==> src/rtl/core/dllm_pkg.sv <==
// dllm_pkg: shared types and constants for the doubly linked list manager
// no dependencies; used by doubly_linked_list_manager and its testbench
package dllm_pkg;

  localparam int LINK_W = 7;
  localparam int DATA_W = 32;
  localparam logic [LINK_W-1:0] NULL_LINK = 7'd127;

  typedef enum logic [2:0] {
    ACT_APPEND     = 3'd0,
    ACT_REMOVE     = 3'd1,
    ACT_INS_POS    = 3'd2,
    ACT_DEL_POS    = 3'd3,
    ACT_INS_AFTER  = 3'd4,
    ACT_INS_BEFORE = 3'd5,
    ACT_READ       = 3'd6,
    ACT_REVERSE    = 3'd7
  } action_t;

  typedef enum logic [2:0] {
    ST_OK        = 3'd0,
    ST_FULL      = 3'd1,
    ST_EMPTY     = 3'd2,
    ST_BAD_POS   = 3'd3,
    ST_NOT_FOUND = 3'd4
  } status_t;

  typedef enum logic [1:0] {
    LM_END    = 2'd0,
    LM_AFTER  = 2'd1,
    LM_BEFORE = 2'd2
  } link_mode_t;

endpackage

==> src/rtl/core/dllm_ram.sv <==
// dllm_ram: single write port, single read port memory with registered read
// no dependencies; one instance per slot store of the list manager
module dllm_ram #(
  parameter int WIDTH = 32,
  parameter int DEPTH = 64
) (
  input  logic                     clk,
  input  logic                     we,
  input  logic [$clog2(DEPTH)-1:0] wa,
  input  logic [WIDTH-1:0]         wd,
  input  logic [$clog2(DEPTH)-1:0] ra,
  output logic [WIDTH-1:0]         rd
);

  logic [WIDTH-1:0] mem [DEPTH];

  always_ff @(posedge clk) begin
    if (we) begin
      mem[wa] <= wd;
    end
    rd <= mem[ra];
  end

endmodule

==> src/rtl/core/doubly_linked_list_manager.sv <==
// doubly_linked_list_manager: list of signed values in slot memories, one command at a time
// depends on dllm_pkg and dllm_ram
//
//  channel  | signals                            | direction
//  request  | req_valid req_stall action value   | in (req_stall out)
//           | position key                       |
//  result   | res_valid res_stall status         | out (res_stall in)
//           | has_item item last                 |
//
// a command may walk the nodes for a position, key or reverse walk, or emit
// them for a read out; every node step is one read of the link memories
// reset empties the list at once; the free slot stack uses per-entry valid bits
// req_stall is high whenever a command is in progress
// a stalled result holds the sequencer before it loads the next result
module doubly_linked_list_manager
  import dllm_pkg::*;
#(
  parameter int CAPACITY = 64
) (
  input  logic               clk,
  input  logic               rst,
  input  logic               req_valid,
  output logic               req_stall,
  input  logic [2:0]         action,
  input  logic signed [31:0] value,
  input  logic [6:0]         position,
  input  logic signed [31:0] key,
  output logic               res_valid,
  input  logic               res_stall,
  output logic [2:0]         status,
  output logic               has_item,
  output logic signed [31:0] item,
  output logic               last
);

  localparam int SW = $clog2(CAPACITY);
  localparam logic [7:0] CAP8 = 8'(CAPACITY);

  typedef enum logic [22:0] {
    S_IDLE   = 23'h000001,
    S_DISP   = 23'h000002,
    S_TAKE_R = 23'h000004,
    S_TAKE_D = 23'h000008,
    S_LINK   = 23'h000010,
    S_LA_R   = 23'h000020,
    S_LA_D   = 23'h000040,
    S_LA_W   = 23'h000080,
    S_LB_R   = 23'h000100,
    S_LB_D   = 23'h000200,
    S_LB_W   = 23'h000400,
    S_U_R    = 23'h000800,
    S_U_D    = 23'h001000,
    S_W_CHK  = 23'h002000,
    S_W_D    = 23'h004000,
    S_S_CHK  = 23'h008000,
    S_S_D    = 23'h010000,
    S_R_CHK  = 23'h020000,
    S_R_D    = 23'h040000,
    S_R_EMIT = 23'h080000,
    S_V_CHK  = 23'h100000,
    S_V_D    = 23'h200000,
    S_DONE   = 23'h400000
  } state_t;

  state_t state;
  action_t act;
  link_mode_t mode;
  status_t st;
  logic [DATA_W-1:0] value_r, key_r, item_r;
  logic [6:0] position_r;
  logic [LINK_W-1:0] first, tail, cur, ns, lnk;
  logic [6:0] count, idx;
  logic fin;
  logic [CAPACITY-1:0] free_vld;
  logic fvld_q;
  logic [SW-1:0] free_ra_q;

  logic [SW-1:0] ra;
  logic [DATA_W-1:0] val_q;
  logic [LINK_W-1:0] fwd_q, bwd_q;
  logic [SW-1:0] free_q, free_slot;
  logic val_we, fwd_we, bwd_we, free_we;
  logic [SW-1:0] val_wa, fwd_wa, bwd_wa, free_wa;
  logic [LINK_W-1:0] fwd_wd, bwd_wd;
  logic out_free;
  logic res_load;
  logic [7:0] count8, idx8;
  logic [6:0] count_dec;

  assign ra = cur[SW-1:0];
  assign free_slot = fvld_q ? free_q : free_ra_q;
  assign out_free = !res_valid || !res_stall;
  assign res_load = (state == S_R_EMIT || state == S_DONE) && out_free;
  assign req_stall = (state != S_IDLE);
  assign count8 = {1'b0, count};
  assign idx8 = {1'b0, idx};
  assign count_dec = count - 7'd1;

  dllm_ram #(.WIDTH(DATA_W), .DEPTH(CAPACITY)) u_val (
    .clk(clk), .we(val_we), .wa(val_wa), .wd(value_r), .ra(ra), .rd(val_q)
  );
  dllm_ram #(.WIDTH(LINK_W), .DEPTH(CAPACITY)) u_fwd (
    .clk(clk), .we(fwd_we), .wa(fwd_wa), .wd(fwd_wd), .ra(ra), .rd(fwd_q)
  );
  dllm_ram #(.WIDTH(LINK_W), .DEPTH(CAPACITY)) u_bwd (
    .clk(clk), .we(bwd_we), .wa(bwd_wa), .wd(bwd_wd), .ra(ra), .rd(bwd_q)
  );
  dllm_ram #(.WIDTH(SW), .DEPTH(CAPACITY)) u_free (
    .clk(clk), .we(free_we), .wa(free_wa), .wd(cur[SW-1:0]),
    .ra(count[SW-1:0]), .rd(free_q)
  );

  // memory write controls
  always_comb begin
    val_we  = 1'b0;
    val_wa  = free_slot;
    fwd_we  = 1'b0;
    fwd_wa  = ns[SW-1:0];
    fwd_wd  = NULL_LINK;
    bwd_we  = 1'b0;
    bwd_wa  = ns[SW-1:0];
    bwd_wd  = NULL_LINK;
    free_we = 1'b0;
    free_wa = count_dec[SW-1:0];
    unique case (state)
      S_TAKE_D: begin
        val_we = 1'b1;
      end
      S_LINK: begin
        if (mode == LM_END && tail == NULL_LINK) begin
          fwd_we = 1'b1;
          bwd_we = 1'b1;
        end
      end
      S_LA_D: begin
        fwd_we = 1'b1;
        fwd_wd = fwd_q;
        bwd_we = 1'b1;
        bwd_wd = cur;
      end
      S_LA_W: begin
        fwd_we = 1'b1;
        fwd_wa = cur[SW-1:0];
        fwd_wd = ns;
        bwd_we = (lnk != NULL_LINK);
        bwd_wa = lnk[SW-1:0];
        bwd_wd = ns;
      end
      S_LB_D: begin
        fwd_we = 1'b1;
        fwd_wd = cur;
        bwd_we = 1'b1;
        bwd_wd = bwd_q;
      end
      S_LB_W: begin
        fwd_we = (lnk != NULL_LINK);
        fwd_wa = lnk[SW-1:0];
        fwd_wd = ns;
        bwd_we = 1'b1;
        bwd_wa = cur[SW-1:0];
        bwd_wd = ns;
      end
      S_U_D: begin
        fwd_we  = (bwd_q != NULL_LINK);
        fwd_wa  = bwd_q[SW-1:0];
        fwd_wd  = fwd_q;
        bwd_we  = (fwd_q != NULL_LINK);
        bwd_wa  = fwd_q[SW-1:0];
        bwd_wd  = bwd_q;
        free_we = 1'b1;
      end
      S_V_D: begin
        fwd_we = 1'b1;
        fwd_wa = cur[SW-1:0];
        fwd_wd = bwd_q;
        bwd_we = 1'b1;
        bwd_wa = cur[SW-1:0];
        bwd_wd = fwd_q;
      end
      default: begin
      end
    endcase
  end

  // free stack valid bits and registered read index
  always_ff @(posedge clk) begin
    free_ra_q <= count[SW-1:0];
    fvld_q    <= free_vld[count[SW-1:0]];
    if (rst) begin
      free_vld <= '0;
    end else if (free_we) begin
      free_vld[free_wa] <= 1'b1;
    end
  end

  // sequencer
  always_ff @(posedge clk) begin
    if (rst) begin
      state     <= S_IDLE;
      first     <= NULL_LINK;
      tail      <= NULL_LINK;
      count     <= '0;
      res_valid <= 1'b0;
    end else begin
      if (res_valid && !res_stall && !res_load) begin
        res_valid <= 1'b0;
      end
      unique case (state)
        S_IDLE: begin
          if (req_valid) begin
            act        <= action_t'(action);
            value_r    <= value;
            key_r      <= key;
            position_r <= position;
            st         <= ST_OK;
            state      <= S_DISP;
          end
        end
        S_DISP: begin
          case (act) inside
            ACT_APPEND: begin
              if (count8 >= CAP8) begin
                st    <= ST_FULL;
                state <= S_DONE;
              end else begin
                mode  <= LM_END;
                state <= S_TAKE_R;
              end
            end
            ACT_REMOVE: begin
              if (tail == NULL_LINK || count == 7'd0) begin
                st    <= ST_EMPTY;
                state <= S_DONE;
              end else begin
                cur   <= tail;
                state <= S_U_R;
              end
            end
            ACT_INS_POS: begin
              if (count8 >= CAP8) begin
                st    <= ST_FULL;
                state <= S_DONE;
              end else if (position_r == 7'd0 || {1'b0, position_r} > count8 + 8'd1) begin
                st    <= ST_BAD_POS;
                state <= S_DONE;
              end else if ({1'b0, position_r} == count8 + 8'd1) begin
                mode  <= LM_END;
                state <= S_TAKE_R;
              end else begin
                mode  <= LM_BEFORE;
                cur   <= first;
                idx   <= 7'd1;
                state <= S_W_CHK;
              end
            end
            ACT_DEL_POS: begin
              if (position_r == 7'd0 || position_r > count) begin
                st    <= ST_BAD_POS;
                state <= S_DONE;
              end else begin
                cur   <= first;
                idx   <= 7'd1;
                state <= S_W_CHK;
              end
            end
            ACT_INS_AFTER, ACT_INS_BEFORE: begin
              if (count8 >= CAP8) begin
                st    <= ST_FULL;
                state <= S_DONE;
              end else begin
                mode  <= (act == ACT_INS_AFTER) ? LM_AFTER : LM_BEFORE;
                cur   <= first;
                idx   <= 7'd0;
                state <= S_S_CHK;
              end
            end
            ACT_READ: begin
              if (count == 7'd0 || first == NULL_LINK) begin
                st    <= ST_OK;
                state <= S_DONE;
              end else begin
                cur   <= first;
                idx   <= 7'd0;
                state <= S_R_CHK;
              end
            end
            default: begin
              cur   <= first;
              idx   <= 7'd0;
              state <= S_V_CHK;
            end
          endcase
        end
        S_TAKE_R: state <= S_TAKE_D;
        S_TAKE_D: begin
          ns    <= {{(LINK_W-SW){1'b0}}, free_slot};
          count <= count + 7'd1;
          state <= S_LINK;
        end
        S_LINK: begin
          case (mode)
            LM_END: begin
              if (tail == NULL_LINK) begin
                first <= ns;
                tail  <= ns;
                state <= S_DONE;
              end else begin
                cur   <= tail;
                state <= S_LA_R;
              end
            end
            LM_AFTER: state <= S_LA_R;
            default:  state <= S_LB_R;
          endcase
        end
        S_LA_R: state <= S_LA_D;
        S_LA_D: begin
          lnk   <= fwd_q;
          state <= S_LA_W;
        end
        S_LA_W: begin
          if (lnk == NULL_LINK) begin
            tail <= ns;
          end
          state <= S_DONE;
        end
        S_LB_R: state <= S_LB_D;
        S_LB_D: begin
          lnk   <= bwd_q;
          state <= S_LB_W;
        end
        S_LB_W: begin
          if (lnk == NULL_LINK) begin
            first <= ns;
          end
          state <= S_DONE;
        end
        S_U_R: state <= S_U_D;
        S_U_D: begin
          if (bwd_q == NULL_LINK) begin
            first <= fwd_q;
          end
          if (fwd_q == NULL_LINK) begin
            tail <= bwd_q;
          end
          count <= count_dec;
          state <= S_DONE;
        end
        S_W_CHK: begin
          if (idx < position_r) begin
            state <= S_W_D;
          end else if (act == ACT_DEL_POS) begin
            state <= S_U_R;
          end else begin
            state <= S_TAKE_R;
          end
        end
        S_W_D: begin
          cur   <= fwd_q;
          idx   <= idx + 7'd1;
          state <= S_W_CHK;
        end
        S_S_CHK: begin
          if (idx < count && cur != NULL_LINK) begin
            state <= S_S_D;
          end else begin
            st    <= ST_NOT_FOUND;
            state <= S_DONE;
          end
        end
        S_S_D: begin
          if (val_q == key_r) begin
            state <= S_TAKE_R;
          end else begin
            cur   <= fwd_q;
            idx   <= idx + 7'd1;
            state <= S_S_CHK;
          end
        end
        S_R_CHK: state <= S_R_D;
        S_R_D: begin
          item_r <= val_q;
          lnk    <= fwd_q;
          fin    <= (idx8 + 8'd1 >= count8) || (fwd_q == NULL_LINK);
          state  <= S_R_EMIT;
        end
        S_R_EMIT: begin
          if (out_free) begin
            res_valid <= 1'b1;
            status    <= ST_OK;
            has_item  <= 1'b1;
            item      <= item_r;
            last      <= fin;
            if (fin) begin
              state <= S_IDLE;
            end else begin
              cur   <= lnk;
              idx   <= idx + 7'd1;
              state <= S_R_CHK;
            end
          end
        end
        S_V_CHK: begin
          if (idx < count && cur != NULL_LINK) begin
            state <= S_V_D;
          end else begin
            first <= tail;
            tail  <= first;
            state <= S_DONE;
          end
        end
        S_V_D: begin
          cur   <= fwd_q;
          idx   <= idx + 7'd1;
          state <= S_V_CHK;
        end
        S_DONE: begin
          if (out_free) begin
            res_valid <= 1'b1;
            status    <= st;
            has_item  <= 1'b0;
            item      <= '0;
            last      <= 1'b1;
            state     <= S_IDLE;
          end
        end
        default: state <= S_IDLE;
      endcase
    end
  end

  a_count_bound: assert property (@(posedge clk) disable iff (rst)
    count8 <= CAP8) else $error("node count above capacity");

  a_empty_ends: assert property (@(posedge clk) disable iff (rst)
    (state == S_IDLE && count == 7'd0) |-> (first == NULL_LINK && tail == NULL_LINK))
    else $error("empty list with live end pointer");

  a_live_ends: assert property (@(posedge clk) disable iff (rst)
    (state == S_IDLE && count != 7'd0) |-> (first != NULL_LINK && tail != NULL_LINK))
    else $error("non-empty list with null end pointer");

  a_read_item: assert property (@(posedge clk) disable iff (rst)
    (res_valid && !has_item) |-> last)
    else $error("non read-out result without last");

endmodule

==> config.mk <==
export PLATFORM = sky130hd
export DESIGN_NAME = doubly_linked_list_manager
export DESIGN_NICKNAME = d
export VERILOG_FILES = /design/src/rtl/core/dllm_pkg.sv /design/src/rtl/core/dllm_ram.sv /design/src/rtl/core/doubly_linked_list_manager.sv
export SDC_FILE = /design/constraint.sdc
export NUM_CORES = 2
export LEC_CHECK = 0
export BUFFER_PORTS_ARGS = -buffer_cell sky130_fd_sc_hd__buf_4
export CAP_MARGIN = 20
export CORE_ASPECT_RATIO = 1.4
export CORE_UTILIZATION = 52
export DETAILED_ROUTE_END_ITERATION = 8
export PLACE_DENSITY = 0.68
export SLEW_MARGIN = 10
export SYNTH_ARGS = -nofsm -noshare
export SYNTH_HDL_FRONTEND = slang
export SYNTH_HIERARCHICAL = 1
export SYNTH_SLANG_ARGS = --single-unit
==> constraint.sdc <==
create_clock -name clk -period 11.1 [get_ports clk]
set_input_delay 1.665 -clock clk [delete_from_list [all_inputs] [get_ports clk]]
set_output_delay 1.665 -clock clk [all_outputs]
set_load 0.01 [all_outputs]
; ---- Yosys cells after proc, flatten, opt, wreduce, memory -nomap -nowiden
; Memories as Yosys holds them, arrays and structs flattened. A register that Yosys moved wholly into a read port is not among the register bits.
; Index checks and enable logic that the tools add are counted.
[word_totals]
register_bits = 292
input_bits = 78
mem_bits_rw = 3328
elab_cells = 313
mem_count = 4
[classes]
n_addsub = 5
reduce_logical = 53
n_lt_le_gt_ge = 9
bitwise_logic = 2
n_eq_ne = 82
mux = 134
[mem_list]
columns = name, words, word_bits, read_ports, rd_ports_with_merged_regs, wr, line
row1 = u_val.mem, 64, 32, 1, 1, 1, dllm_ram.sv:15  ; logic [WIDTH-1:0] mem [DEPTH];
row2 = u_bwd.mem, 64, 7, 1, 1, 1, dllm_ram.sv:15
row3 = u_fwd.mem, 64, 7, 1, 1, 1, dllm_ram.sv:15
row4 = u_free.mem, 64, 6, 1, 1, 1, dllm_ram.sv:15
[op_table]
columns = op, count
row1 = 23-bit one-hot mux with 21 select lines, 1
row2 = 23-bit 2-to-1 mux, 19
row3 = 7-bit 2-to-1 mux, 40
row4 = 7-bit one-hot mux with 4 select lines, 5
row5 = 32-bit 2-to-1 mux, 2
row6 = 64-bit OR, 1
row7 = 32-bit one-hot mux with 2 select lines, 1
row8 = 7-bit inequality test (second input constant), 7
row9 = 3-bit 2-to-1 mux, 16
row10 = 23-bit one-hot mux with 2 select lines, 1
row11 = 2-bit inequality test (second input constant), 19
row12 = 6-bit one-hot mux with 3 select lines, 2
row13 = 7-bit == test (second input constant), 5
row14 = 7-bit one-hot mux with 5 select lines, 1
row15 = 32-bit == test, 1
row16 = 7-bit one-hot mux with 2 select lines, 2
row17 = 4-bit inequality test (second input constant), 6
row18 = 23-bit by 1-bit == test with 1-bit output (second input constant), 1
row19 = 23-bit by 10-bit == test with 1-bit output (second input constant), 1
row20 = 23-bit by 11-bit == test with 1-bit output (second input constant), 1
row21 = 23-bit by 12-bit == test with 1-bit output (second input constant), 1
row22 = 23-bit by 13-bit == test with 1-bit output (second input constant), 1
row23 = 23-bit by 14-bit == test with 1-bit output (second input constant), 1
row24 = 23-bit by 15-bit == test with 1-bit output (second input constant), 1
row25 = other kinds (70), 149

; ---- Depth between registers and ports, before layout
[depth]
word_depth = 10
mapped_depth = 13
depth_no_buf = 11

; ---- Modules after synthesis
; The synthesis kept the hierarchy.
[modules_own_cells]
columns = module, n_inst, area_each_um2, cells_per_inst
row1 = dllm_ram (u_val), 1, 78515.3, 3324
row2 = dllm_ram (u_bwd), 1, 17673.2, 837
row3 = dllm_ram (u_fwd), 1, 17635.7, 827
row4 = dllm_ram (u_free), 1, 15205.8, 729
row5 = doubly_linked_list_manager, 1, 13950.9, 1225

; ---- Worst setup path after synthesis
; OpenSTA, ideal clock, no wires.
[synth_timing]
path_kind = input-to-reg
startpoint = in rst
endpoint = reg act[0] (enable)
arrival_ps = 7489
setup_ps = 613
required_time_ps = 10487
path_buffers = 2
path_slack_ps = 2999
path_stages = 3
path_cell_list = clkbuf_1 > clkbuf_1 > nor3b_1
[synth_via]
elab_chain_len = 2
[synth_rtl]
columns = element, line
row1 = from (decl), doubly_linked_list_manager.sv:21  ; input logic rst,
row2 = 1-bit NOT (no line), --
row3 = 3-bit AND reduction (no line), --
row4 = to (signal assigned), doubly_linked_list_manager.sv:211  ; act <= action_t'(action);
row5 = to (decl), doubly_linked_list_manager.sv:66  ; action_t act;
; Every way passes these cells.
; A chain may end at the register's enable or synchronous reset.

; ---- Worst setup path in the final report
[layout_timing]
startpoint = reg count[0]
endpoint = reg idx[5] (enable)
[layout_via]
elab_chain_len = 5
[layout_rtl]
columns = element, line
row1 = from (decl), doubly_linked_list_manager.sv:72  ; logic [6:0] count, idx;
row2 = from (signal assigned), doubly_linked_list_manager.sv:297  ; count <= count + 7'd1;
row3 = from (signal assigned), doubly_linked_list_manager.sv:346  ; count <= count_dec;
row4 = 7-bit by 1-bit adder with 8-bit output, "doubly_linked_list_manager.sv:243, doubly_linked_list_manager.sv:246"
row5 = 7-bit by 8-bit greater-than comparator with 1-bit output, doubly_linked_list_manager.sv:243  ; end else if (position_r == 7'd0 || {1'b0, position_r} > count8 + 8'd1) begin
row6 = 1-bit logical OR, doubly_linked_list_manager.sv:243
row7 = 3-bit inequality test (no line), --
row8 = 13-bit AND reduction (no line) (*), --
row9 = to (signal assigned), doubly_linked_list_manager.sv:360  ; idx <= idx + 7'd1;
row10 = to (signal assigned), doubly_linked_list_manager.sv:376  ; idx <= idx + 7'd1;
row11 = to (signal assigned), doubly_linked_list_manager.sv:398  ; idx <= idx + 7'd1;
row12 = to (decl), doubly_linked_list_manager.sv:72
; Mark *: on every way between the ends. The rest lies on a longest branch, timed or not.

==> parameters.txt <==
Parameter                              Value

Status
  Result of the run    finished clean

STA
  RSZ-0062 raised after global routing    no
  Slew Limit Fails    0
  Final min period    5.09 ns
  Maximum clock rate    196 MHz
  Setup TNS    0 ns
  Crit share post-route    ~46%
  Transition at the pin with the smallest max-transition slack    between 1 and 1.5 ns
  Normalized max-slew margin    22.4%
  Worst Clk Skew    approximately 0.089 ns
  Final Hold Viols    0
  Setup violators final    0
  Worst hold slack    roughly 0.47 ns

Floorplan
  Total I/O pin count    117
  Die Height    622 µm
  Placement row count    roughly 230
  Starting Density    52.3%
  Area of the die    between 200,000 and 300,000 µm²
  Die W    445 µm
  Standard cell core area    roughly 270,000 µm²

Worst setup path
  Longest individual stage delay on the worst path    between 0.8 and 0.9 ns
  Largest driver fanout on the critical path    28
  Setup crit end kind    flip-flop
  Cell at the slowest stage of the critical path    nor3_1
  Classification of the worst setup path    flip-flop to flip-flop
  CP required    about 12 ns
  Worst reg2reg path depth    10
  Data arrival, critical path    about 5.6 ns
  Startpoint type of the worst setup path    flip-flop
  Critical path cell sequence    clkinv_1 -> ha_1 -> inv_1 -> ha_1 -> nand4_1 -> nor2_1 -> nor3_1 -> o21ai_0 -> o32a_1 -> nor3_1

Pwr
  Clock share of power    between 40% and 50%
  Overall power after layout    around 27 mW
  Total internal power    roughly 22 mW
  Total net switching power    5.31 mW
  Worst voltage drop across the vdd grid    ~0.14 mV
  Areal power density over the cells    approximately 170 nW/µm²
  Sequential cell fraction of total power    approximately 56%
  Proportion of total power due to net switching    approximately a fifth
  LEAKAGE    ~53 nW
  Combinational Power Share    1.1%

Placed design
  Count of input and output buffers    between 100 and 150
  Routability congestion estimate    roughly 0.93
  Half-perimeter wire length after detailed placement    approximately 210 mm

Min path
  Hold path cells    0
  Worst hold path class    flip-flop to flip-flop

Layout
  Layout cells sized above 1    24.8%
  P&R area growth vs syn    11.8%
  Net count, final    ~7,300

Detailed routing
  DRT Wirelength    about 360 mm
  Number of vias per cell    approximately 6.4
  Routed len/inst    32.4 µm
  Starting DRT DRC Count    8,993
  Post-detailed-route count of antenna-violating nets    0
  First-pass iteration count of the detailed router    9
  Number of design rule violations left after detail routing    0
  Vias after detailed routing    roughly 72,000

CTS
  Count of H-tree levels built during CTS    5
  Hold buffers post-CTS    0
  Clock slew at the register clock pins of the worst setup and hold paths    roughly 0.060 ns
  CTS tree    yes
  Clock Sinks    roughly 3,700
  Root Buffer Master    clkbuf_16
  Post-CTS sizing    0
  Clock Tree Buf Depth    4
  Post CTS Setup Buffer Count    0
  Insertion delay to the later sink of the worst-skew pair    ~0.92 ns
  Number of clock buffers inserted by TritonCTS    between 300 and 400

Synthesis
  Number of enable-type register cells in the synthesized netlist    between 3,000 and 4,000
  Most area-consuming cells after synthesis    edfxtp_1 (74%), mux4_2 (14%), dfxtp_1 (2.4%), nor2_1 (1.3%), mux2i_1 (1.1%)
  Warnings from Yosys    6
  Dominant synthesized flop cell    edfxtp_1
  Post-synthesis sequential element count    around 3,700
  Average instance area after synthesis    20.6 µm²
  Post-synthesis sequential area ratio    between 70% and 80%
  Syn nets    ~7,100
  Cells after Synth    approximately 6,900
  Post-synthesis cell type with the largest combined area    edfxtp_1
  Yosys cell types    92
  Async set-or-reset flop fraction in the synthesized netlist    0%
  Post-synthesis instance area    around 140,000 µm²
  Area share of the leading cell type in the synthesized netlist    ~74%

Global routing
  GRT Util Overall    26.1%
  Total grt overflow    0
  Antenna violations before repair    17
  Wire length of the first global-routing pass    between 500 and 600 mm
  Via count of the first global-routing pass    73,000
  Maximum number of pins on one net before global-route repair    160

Run
  Max Cap Viol    0
-- synth_stat cells, types with 20 or more instances --
cell,number
edfxtp_1,3504
mux4_2,891
nor2_1,501
clkbuf_1,179
a21oi_1,169
dfxtp_1,168
mux2i_1,157
nand2_1,150
o22ai_1,122
buf_2,104
nand3_1,69
xnor2_1,48
nor3_1,45
o221ai_1,45
and2_1,42
buf_4,42
ha_1,38
a22oi_1,37
inv_1,37
nand4_1,35
o21ai_0,32
nand2b_1,31
nand3b_1,31
nor4_1,29
nor2b_1,27
a222oi_1,26
buf_1,26
buf_6,22
or3_1,20
-- power by group through the flow --
stage / sequential (mW) / clock (mW) / combinational (mW)
final: 15.1 / 11.8 / 0.286
after global routing: 15.1 / 12.4 / 0.303
after CTS: 15.1 / 11.9 / 0.285
after detailed placement: 15.4 / 0 / 0.285
after global placement: 15.4 / 0 / 0.273
after floorplan: 15.4 / 0 / 0.102
-- cells by family after synthesis --
logic type                 Yosys count  share of synthesized area [%]
AOI/OAI and AO/OA                  595                           2.87
xor gates and xnor gates            52                          0.319
adders and majority gates           38                          0.333
buffers and inverters              416                           1.42
DFF                               3672                           75.9
muxes                             1067                           15.3
and+or+nand+nor                   1102                           3.84
-- worst max-delay path: cells and delay by family (launching register included) --
kind | cells | cell delay [ns]
AO/OA/AOI/OAI | 2 | 0.51
buffers and inverters | 2 | 0.99
AND/OR/NAND/NOR | 4 | 1.33
flip-flops | 1 | 0.72
adder cells (fa/ha/maj) | 2 | 1.14
-- flip-flops by register name, indices dropped and copies added (netlist names), 7 cells and up --
name	flops
u_val/mem	2048
u_bwd/mem	448
u_fwd/mem	448
u_free/mem	384
free_vld	64
item	32
item_r	32
key_r	32
u_val/rd	32
value_r	32
state	23
count	7
cur	7
first	7
idx	7
lnk	7
position_r	7
tail	7
u_bwd/rd	7
u_fwd/rd	7
-- cell usage in the layout (no fill, tap or decap), drive strengths merged, types with 21 or more instances in the layout --
cell type,synthesis,final
nand4,37,37
nor4,40,40
nand2,151,151
edfxtp,3504,3504
ha,38,38
o22ai,122,122
xnor2,48,48
a21oi,169,169
a22oi,37,37
mux4,891,891
dfxtp,168,168
nand3,70,70
o21ai,42,42
bufinv,0,38
nand3b,31,31
or2,21,21
o221ai,45,45
clkbuf,180,411
buf,195,308
a222oi,26,26
inv,39,50
and2,42,42
mux2i,157,157
nor2b,27,27
nor3,55,55
nor2,502,502
clkinv,2,140
nand2b,31,31
-- path summary, 6_finish.rpt --
kind	end	slack (ns)	from
setup / recovery	idx[5]$_SDFFCE_PN0P_	6.01	count[0]$_SDFFE_PP0P_
hold / removal	item_r[26]$_DFFE_PP_	0.47	u_val/rd[26]$_DFF_P_
setup reg to reg	idx[5]$_SDFFCE_PN0P_	6.01	count[0]$_SDFFE_PP0P_
hold reg to reg	item_r[26]$_DFFE_PP_	0.47	u_val/rd[26]$_DFF_P_
-- per-stage QoR --
stage,util [%],std cells,instance area [µm²],setup WS [ns]
after floorplan,-,6942,143000,3.00
after global placement,54.4,10500,149000,6.06
after detailed placement,54.4,10500,149000,6.04
after CTS,58.5,11200,160000,6.02
after global routing,58.5,11200,160000,5.59
final,58.5,11200,160000,6.01
-- per-layer routing --
layer  track usage [%]  wire, µm  vias up
met5                 0        36        -
met2              44.5    186000     3550
met3              4.18     28100      775
li1                  -         -    29500
met1              33.3    131000    38000
met4              10.8     16400        6
-- layout make-up --
cell class                 count  area [µm²]
fill                       19600      113000
tap                         3664        4580
clock inverter               204        2130
multi-input combinational   2854       32900
inverter                      41         154
sequential                  3672      109000
antenna                       14        35.0
timing repair buffer         308        2480
clock buffer                 411        8990
No activity file was read; power rests on OpenSTA's default activity.
